### config.mk
export PLATFORM = sky130hd
export DESIGN_NAME = rle_rgb_run_decoder
export DESIGN_NICKNAME = d
export VERILOG_FILES = /design/src/rrd_pkg.sv /design/src/rrd_mul.sv /design/src/rrd_parse.sv /design/src/rle_rgb_run_decoder.sv
export SDC_FILE = /design/constraint.sdc
export NUM_CORES = 1
export LEC_CHECK = 0
export BUFFER_PORTS_ARGS = -buffer_cell sky130_fd_sc_hd__buf_2
export CAP_MARGIN = 20
export CORE_ASPECT_RATIO = 0.8
export CORE_UTILIZATION = 59
export DETAILED_ROUTE_END_ITERATION = 8
export HOLD_SLACK_MARGIN = 0.15
export PLACE_DENSITY = 0.79
export SYNTH_ARGS = -nofsm -noshare
export SYNTH_HDL_FRONTEND = slang
export SYNTH_HIERARCHICAL = 1
export SYNTH_SLANG_ARGS = --single-unit
### constraint.sdc
create_clock -name clk -period 9.4 [get_ports clk]
set_clock_uncertainty 0.2 [all_clocks]
set_input_delay 1.88 -clock clk [delete_from_list [all_inputs] [get_ports clk]]
set_output_delay 1.88 -clock clk [all_outputs]
set_load 0.03 [all_outputs]
### src/rrd_pkg.sv
// rrd_pkg: shared types and codes for the RGB24 run-length decoder.
// No dependencies; imported by every module of the decoder.
package rrd_pkg;

  // Item codes of the mode field.
  localparam logic [1:0] MODE_BYTE    = 2'd0;
  localparam logic [1:0] MODE_PULL    = 2'd1;
  localparam logic [1:0] MODE_RESTART = 2'd2;

  // Parser phases.
  localparam int unsigned PHASE_W = 3;
  localparam logic [PHASE_W-1:0] PH_ROWS   = 3'd0;
  localparam logic [PHASE_W-1:0] PH_COLS   = 3'd1;
  localparam logic [PHASE_W-1:0] PH_COLOUR = 3'd2;
  localparam logic [PHASE_W-1:0] PH_COUNT  = 3'd3;
  localparam logic [PHASE_W-1:0] PH_DONE   = 3'd4;

  // Width of the pixel total and the pixel countdown.
  localparam int unsigned TOTAL_W = 64;

  typedef struct packed {
    logic [1:0] mode;
    logic [7:0] data_byte;
  } in_item_t;

  typedef struct packed {
    logic       pixel_valid;
    logic [7:0] red;
    logic [7:0] green;
    logic [7:0] blue;
    logic       last_pixel;
    logic       byte_refused;
    logic       byte_ignored;
  } out_item_t;

  // Control from the parser to the pixel-total multiplier.
  typedef struct packed {
    logic start;
    logic clear;
  } mul_ctl_t;

endpackage

### src/rrd_mul.sv
// rrd_mul: multi-cycle rows*columns multiplier with saturation to 64 bits.
// Four half-width partial products, one per cycle. Depends on rrd_pkg.
module rrd_mul
  import rrd_pkg::*;
#(
  parameter int unsigned COUNT_BYTES = 4
) (
  input  logic               clk,
  input  logic               rst_n,
  input  mul_ctl_t           ctl,
  input  logic [COUNT_BYTES*8-1:0] op_a,
  input  logic [COUNT_BYTES*8-1:0] op_b,
  output logic               done,
  output logic [TOTAL_W-1:0] product
);

  localparam int unsigned N     = COUNT_BYTES * 8;
  localparam int unsigned H     = N / 2;
  localparam int unsigned ACC_W = 2 * N;

  logic [N-1:0]     a_r;
  logic [N-1:0]     b_r;
  logic [1:0]       step_r;
  logic             run_r;
  logic [N-1:0]     pp_r;
  logic [1:0]       pp_wt_r;
  logic             pp_vld_r;
  logic             pp_last_r;
  logic [ACC_W-1:0] acc_r;
  logic             done_r;

  logic [H-1:0]     a_half;
  logic [H-1:0]     b_half;
  logic [ACC_W-1:0] addend;

  assign a_half = step_r[1] ? a_r[N-1:H] : a_r[H-1:0];
  assign b_half = step_r[0] ? b_r[N-1:H] : b_r[H-1:0];

  always_comb begin
    case (pp_wt_r)
      2'd0:    addend = ACC_W'(pp_r);
      2'd1:    addend = ACC_W'(pp_r) << H;
      default: addend = ACC_W'(pp_r) << (2 * H);
    endcase
  end

  always_ff @(posedge clk) begin
    if (!rst_n || ctl.clear) begin
      run_r     <= 1'b0;
      pp_vld_r  <= 1'b0;
      pp_last_r <= 1'b0;
      done_r    <= 1'b0;
      step_r    <= 2'd0;
    end else begin
      pp_vld_r <= run_r;
      done_r   <= pp_vld_r && pp_last_r;
      if (ctl.start) begin
        a_r    <= op_a;
        b_r    <= op_b;
        step_r <= 2'd0;
        run_r  <= 1'b1;
        acc_r  <= '0;
      end else begin
        if (run_r) begin
          pp_r      <= a_half * b_half;
          pp_wt_r   <= 2'(step_r[1]) + 2'(step_r[0]);
          pp_last_r <= (step_r == 2'd3);
          step_r    <= step_r + 2'd1;
          if (step_r == 2'd3) begin
            run_r <= 1'b0;
          end
        end
        if (pp_vld_r) begin
          acc_r <= acc_r + addend;
        end
      end
    end
  end

  generate
    if (ACC_W > TOTAL_W) begin : g_sat
      assign product = (|acc_r[ACC_W-1:TOTAL_W]) ? {TOTAL_W{1'b1}} : acc_r[TOTAL_W-1:0];
    end else begin : g_nosat
      assign product = TOTAL_W'(acc_r);
    end
  endgenerate

  assign done = done_r;

endmodule

### src/rrd_parse.sv
// rrd_parse: stream parser, run state and pixel emission for one item per cycle while fire is high.
// Depends on rrd_pkg; drives the rrd_mul multiplier.
module rrd_parse
  import rrd_pkg::*;
#(
  parameter int unsigned COUNT_BYTES = 4
) (
  input  logic               clk,
  input  logic               rst_n,
  input  logic               fire,
  input  in_item_t           item,
  input  logic               pl_done,
  input  logic [TOTAL_W-1:0] pl_product,
  output out_item_t          res,
  output mul_ctl_t           mul_ctl,
  output logic [COUNT_BYTES*8-1:0] mul_a,
  output logic [COUNT_BYTES*8-1:0] mul_b
);

  localparam int unsigned N     = COUNT_BYTES * 8;
  localparam int unsigned POS_W = $clog2(COUNT_BYTES);
  localparam logic [POS_W-1:0] WORD_LAST   = POS_W'(COUNT_BYTES - 1);
  localparam logic [POS_W-1:0] COLOUR_LAST = POS_W'(2);

  logic [PHASE_W-1:0] phase_r, phase_nxt;
  logic [POS_W-1:0]   pos_r, pos_nxt;
  logic [N-1:0]       asm_r, asm_nxt;
  logic [N-1:0]       row_r, row_nxt;
  logic [N-1:0]       run_rem_r, run_rem_nxt;
  logic [23:0]        colour_r, colour_nxt;
  logic [TOTAL_W-1:0] left_r, left_nxt;

  logic [N-1:0] asm_shift;
  logic         asm_pos;
  logic         row_pos;

  assign asm_shift = {item.data_byte, asm_r[N-1:8]};
  // Positive: sign bit clear and not zero.
  assign asm_pos   = !asm_shift[N-1] && (asm_shift != '0);
  assign row_pos   = !row_r[N-1] && (row_r != '0);
  assign mul_a     = row_r;
  assign mul_b     = asm_shift;

  always_comb begin
    phase_nxt   = phase_r;
    pos_nxt     = pos_r;
    asm_nxt     = asm_r;
    row_nxt     = row_r;
    run_rem_nxt = run_rem_r;
    colour_nxt  = colour_r;
    left_nxt    = left_r;
    res         = '0;
    mul_ctl     = '0;

    // Load the pixel total once the multiplier finishes.
    if (pl_done) begin
      left_nxt = pl_product;
    end

    if (fire) begin
      case (item.mode)
        MODE_RESTART: begin
          phase_nxt   = PH_ROWS;
          pos_nxt     = '0;
          asm_nxt     = '0;
          row_nxt     = '0;
          run_rem_nxt = '0;
          colour_nxt  = '0;
          left_nxt    = '0;
          mul_ctl.clear = 1'b1;
        end
        MODE_PULL: begin
          if (phase_r != PH_DONE && run_rem_r != '0) begin
            res.pixel_valid = 1'b1;
            res.red         = colour_r[23:16];
            res.green       = colour_r[15:8];
            res.blue        = colour_r[7:0];
            run_rem_nxt     = run_rem_r - N'(1);
            left_nxt        = left_r - TOTAL_W'(1);
            if (left_r == TOTAL_W'(1)) begin
              res.last_pixel = 1'b1;
              run_rem_nxt    = '0;
              phase_nxt      = PH_DONE;
            end
          end
        end
        MODE_BYTE: begin
          if (phase_r == PH_DONE) begin
            res.byte_ignored = 1'b1;
          end else if (run_rem_r != '0) begin
            res.byte_refused = 1'b1;
          end else begin
            case (phase_r)
              PH_ROWS, PH_COLS: begin
                asm_nxt = asm_shift;
                pos_nxt = pos_r + POS_W'(1);
                if (pos_r == WORD_LAST) begin
                  pos_nxt = '0;
                  if (phase_r == PH_ROWS) begin
                    row_nxt   = asm_shift;
                    phase_nxt = PH_COLS;
                  end else begin
                    mul_ctl.start = row_pos && asm_pos;
                    phase_nxt     = (row_pos && asm_pos) ? PH_COLOUR : PH_DONE;
                  end
                end
              end
              PH_COLOUR: begin
                colour_nxt = {colour_r[15:0], item.data_byte};
                pos_nxt    = pos_r + POS_W'(1);
                if (pos_r == COLOUR_LAST) begin
                  pos_nxt   = '0;
                  phase_nxt = PH_COUNT;
                end
              end
              PH_COUNT: begin
                asm_nxt = asm_shift;
                pos_nxt = pos_r + POS_W'(1);
                if (pos_r == WORD_LAST) begin
                  pos_nxt     = '0;
                  run_rem_nxt = asm_pos ? asm_shift : '0;
                  phase_nxt   = PH_COLOUR;
                end
              end
              default: begin
                phase_nxt = phase_r;
              end
            endcase
          end
        end
        default: begin
          res = '0;
        end
      endcase
    end
  end

  always_ff @(posedge clk) begin
    if (!rst_n) begin
      phase_r   <= PH_ROWS;
      pos_r     <= '0;
      run_rem_r <= '0;
      left_r    <= '0;
    end else begin
      phase_r   <= phase_nxt;
      pos_r     <= pos_nxt;
      run_rem_r <= run_rem_nxt;
      left_r    <= left_nxt;
    end
  end

  always_ff @(posedge clk) begin
    asm_r    <= asm_nxt;
    row_r    <= row_nxt;
    colour_r <= colour_nxt;
  end

endmodule

### src/rle_rgb_run_decoder.sv
// rle_rgb_run_decoder: byte-serial run-length decoder for RGB24 images.
// Path: an input transfer passes the input register, then the result register.
// Throughput: one item per cycle while out_stall is low; every item yields exactly one result.
// The header's rows*columns product is computed in a background multiplier.
// Reset: rst_n synchronous, active low; empties both registers, parser to header.
// Depends on rrd_pkg, rrd_parse and rrd_mul.
module rle_rgb_run_decoder
  import rrd_pkg::*;
#(
  parameter int unsigned COUNT_BYTES = 4
) (
  input  logic      clk,
  input  logic      rst_n,
  input  logic      in_valid,
  output logic      in_stall,
  input  in_item_t  in_data,
  output logic      out_valid,
  input  logic      out_stall,
  output out_item_t out_data
);

  localparam int unsigned N = COUNT_BYTES * 8;

  // Input register: holds one transfer until the result register can take its result.
  logic      in_vld_r;
  in_item_t  in_item_r;
  // Result register: holds the result until the downstream transfer completes.
  logic      out_vld_r;
  out_item_t out_item_r;

  logic      accept;
  logic      advance;
  out_item_t res;
  mul_ctl_t  mul_ctl;
  logic [N-1:0] mul_a;
  logic [N-1:0] mul_b;
  logic      mul_done;
  logic [TOTAL_W-1:0] mul_product;

  // Advance the held item whenever the result slot is empty or is being drained.
  assign advance  = in_vld_r && (!out_vld_r || !out_stall);
  // Stall upstream only when the held item cannot advance.
  assign in_stall = in_vld_r && out_vld_r && out_stall;
  assign accept   = in_valid && !in_stall;

  always_ff @(posedge clk) begin
    if (!rst_n) begin
      in_vld_r <= 1'b0;
    end else if (accept) begin
      in_vld_r <= 1'b1;
    end else if (advance) begin
      in_vld_r <= 1'b0;
    end
  end

  always_ff @(posedge clk) begin
    if (accept) begin
      in_item_r <= in_data;
    end
  end

  // All per-item decisions happen in the parser while the item advances.
  rrd_parse #(
    .COUNT_BYTES(COUNT_BYTES)
  ) u_parse (
    .clk        (clk),
    .rst_n      (rst_n),
    .fire       (advance),
    .item       (in_item_r),
    .pl_done    (mul_done),
    .pl_product (mul_product),
    .res        (res),
    .mul_ctl    (mul_ctl),
    .mul_a      (mul_a),
    .mul_b      (mul_b)
  );

  // The pixel total is needed only at the first pull of the first run, after at least
  // three colour bytes and COUNT_BYTES count bytes past the header, so the multiply runs behind.
  rrd_mul #(
    .COUNT_BYTES(COUNT_BYTES)
  ) u_mul (
    .clk     (clk),
    .rst_n   (rst_n),
    .ctl     (mul_ctl),
    .op_a    (mul_a),
    .op_b    (mul_b),
    .done    (mul_done),
    .product (mul_product)
  );

  always_ff @(posedge clk) begin
    if (!rst_n) begin
      out_vld_r <= 1'b0;
    end else if (advance) begin
      out_vld_r <= 1'b1;
    end else if (!out_stall) begin
      out_vld_r <= 1'b0;
    end
  end

  always_ff @(posedge clk) begin
    if (advance) begin
      out_item_r <= res;
    end
  end

  assign out_valid = out_vld_r;
  assign out_data  = out_item_r;

  // A result reports at most one event.
  a_one_event: assert property (@(posedge clk) disable iff (!rst_n)
    out_vld_r |-> $onehot0({out_item_r.pixel_valid, out_item_r.byte_refused,
                            out_item_r.byte_ignored}))
    else $error("result carries more than one event");

  // The final pixel flag only rides on a pixel.
  a_last_on_pixel: assert property (@(posedge clk) disable iff (!rst_n)
    out_vld_r && out_item_r.last_pixel |-> out_item_r.pixel_valid)
    else $error("last_pixel without a pixel");

  // A held item that cannot advance stays in the input register unchanged.
  a_hold_input: assert property (@(posedge clk) disable iff (!rst_n)
    in_vld_r && !advance |=> in_vld_r && $stable(in_item_r))
    else $error("held item lost or changed");

endmodule
==> flow_summary.json <==
{
  "crit_required_ps": 9530,
  "status": "finished, final reports clean",
  "dp_hpwl_mm": 65.31,
  "first_pass_iters": 7,
  "syn_to_final_growth_pct": 7.963,
  "synth_cell_type_count": 101,
  "path_clk_slew_ps": 60,
  "hold_violations": 0,
  "postCtsHoldBufs": 0,
  "ys_warn_count": 6,
  "fmax_mhz": 121.0,
  "die_height_um": 201.8,
  "grt_pass1_wl_mm": 130.9,
  "critical_path_class": "register to register",
  "synth_edf_count": 280,
  "die-width_um": 251.7,
  "ys.flop_type": "edfxtp_1",
  "cp-end-kind": "register",
  "clockBufferDepth": 3,
  "vias": 23680,
  "syn-num-nets": 3412,
  "cts_setup_buffers": 0,
  "p_leak_nw": 13.33,
  "critPathArrivalTime_ps": 8390,
  "io_pins": 44,
  "diodes": 0,
  "io_buffers": 43,
  "hp-class": "register to register",
  "start_kind": "register",
  "grt.overflow.total": 0,
  "nets": 3409,
  "grt_pass1_vias": 22880,
  "ant_nets": 0,
  "cts_root_buf": "clkbuf_16",
  "viasPerCell": 6.374,
  "crit_path_frequent_cell": "fa_1",
  "fin_tns_setup_ps": 0,
  "grt_antenna_before_repair": 5,
  "layout_common_cells": "nor2_1, nand2_1, edfxtp_1, inv_1, fa_1",
  "h-tree-depth": 2,
  "start_util_pct": 60.38,
  "n_fill_cell": 3860,
  "cap_violations": 0,
  "clock_sinks": 389,
  "rsz0062_at_grt": "no",
  "dieArea_sq_mm": 0.05078,
  "syn_inst": 3023,
  "p_total_mw": 3.813,
  "numCtsBuffers": 41,
  "drive_gt1_share_pct": 8.197,
  "synthArstFlopShare_pct": 0,
  "cts_tree": "yes",
  "cp_max_fo": 19,
  "ctsResizeCount": 0,
  "track_usage_pct": 33.61,
  "wl_per_cell_um": 22.89,
  "cellPowerDensity_mw_per_mm2": 120.0,
  "core-area_sq_mm": 0.04874,
  "netlist_area_sq_mm": 0.02943,
  "slew_headroom_pct": 24.23,
  "dp.cells": 3638,
  "finalCritPeriodShare_pct": 87.89,
  "wl_mm": 85.07,
  "instances_no_fill": 3716,
  "drtIter0Drc": 2872,
  "drv_slew": 0,
  "grt_max_degree": 77,
  "worstPathCellList": "mux2i_1 -> nor2_1 -> fa_1 -> inv_1 -> fa_1 -> fa_1 -> inv_1 -> ha_1 -> fa_1 -> inv_1 -> fa_1 -> inv_1 -> ha_1 -> a211oi_1 -> o211ai_1 -> a221oi_2 -> o31ai_1 -> a21oi_1 -> o21ai_1 -> a221o_1 -> a21oi_1 -> xnor2_1",
  "worstSkewPairLatency_ps": 580,
  "gp_congestion": 1.019,
  "hold_slack_ps": 251.8,
  "fin_crit_ps": 8262,
  "max_stage_delay_ps": 930,
  "tightest_slew_ps": 1105,
  "synth-seq-area-share_pct": 35.99,
  "layout_commonest_cell": "nor2_1",
  "ff_latch_area_sq_mm": 0.01059,
  "drc_errors": 0,
  "setup-violations-final": 0,
  "avgSynthCellArea_sq_um": 9.735,
  "crit_slowest_cell": "dfxtp_1",
  "peakVddDrop_mv": 0.1647,
  "synth_seq_cells": 389,
  "multi_input_area_sq_mm": 0.01727,
  "rows": 72
}
## power by group
part / internal, mW / switching [mW] / leakage, nW
Combinational: 0.0693 / 0.150 / 9.18
Sequential: 1.85 / 0.0245 / 3.46
Clock: 1.01 / 0.708 / 0.693
## synthesized netlist by cell type, types with 42 or more instances
cell / count / area share (%)
ha_1: 180 / 7.7
nor3_1: 73 / 1.2
inv_1: 280 / 3.6
nor4_1: 42 / 0.89
nand2_1: 290 / 3.7
a21oi_1: 146 / 2.5
xor2_1: 43 / 1.3
fa_1: 195 / 13
a21o_1: 49 / 1.2
xnor2_1: 58 / 1.7
nor2_1: 297 / 3.8
dfxtp_1: 109 / 7.4
nand3_1: 46 / 0.78
o21ai_0: 107 / 1.8
and2_1: 129 / 2.7
edfxtp_1: 280 / 29
mux2i_1: 66 / 2.2
clkbuf_1: 114 / 1.5
## metal layers
metal | track usage (%) | part of all wire [%] | up-vias | routed length, um
met3 | 7.762 | 12 | 209 | 10050
met1 | 49.58 | 42 | 11520 | 36070
met2 | 49.26 | 43 | 1395 | 36360
met4 | 9.734 | 3.0 | 0 | 2583
met5 | 0 | 0 | - | 0
li1 | - | - | 10560 | -
## metrics by stage
step | setup WS, ps | area (sq um) | util [%]
after floorplan | 252.6 | 29430 | -
after global placement | 1597 | 30310 | 62.19
after detailed placement | 1349 | 30320 | 62.20
after CTS | 1314 | 31740 | 65.12
after global routing | 916.0 | 31770 | 65.19
final | 1138 | 31770 | 65.19
## worst max-delay path: cells and delay by family (launching register included)
kind,cells,cell delay [ps]
xor gates and xnor gates,1,80
adders and majority gates,7,3330
buffers and inverters,4,240
AOI/OAI and AO/OA,8,2320
muxes,1,770
DFF,1,930
and+or+nand+nor,1,130
## worst paths after layout
check              startpoint              to  slack [ps]  depth (start not counted)
max           u_mul/step_r[1]  u_mul/pp_r[31]        1140                         22
min          u_parse/mul_a[2]    u_mul/a_r[2]         250                          0
min reg2reg  u_parse/mul_a[2]    u_mul/a_r[2]         250                          0
max reg2reg   u_mul/step_r[1]  u_mul/pp_r[31]        1140                         22
## layout make-up
cell class | count | area share [%]
Multi-Input combinational cell | 2214 | 54.37
Sequential cell | 389 | 33.33
Clock buffer | 53 | 3.501
Inverter | 281 | 3.320
Tap cell | 666 | 2.623
Timing Repair Buffer | 93 | 1.882
Clock inverter | 20 | 0.9766
## kinds of logic after synthesis
group / Yosys count / synth area share (%)
AOI/OAI and AO/OA: 582 / 13.38
buffers and inverters: 420 / 5.548
xor gates and xnor gates: 101 / 3.006
adders and majority gates: 375 / 20.92
DFF: 389 / 35.99
and+or+nand+nor: 1051 / 17.41
muxes: 105 / 3.750
## sequential cells by signal (all words and copies together), names as in the netlist, 10 cells and up
register,count
u_parse/mul_a,32
in_item_r,10
u_mul/pp_r,32
u_parse/asm_r,24
u_parse/run_rem_r,32
out_data,28
u_mul/b_r,32
u_mul/a_r,32
u_parse/colour_r,24
u_parse/left_r,64
u_mul/product,64
Note: power is estimated with default switching activity, not from simulation.
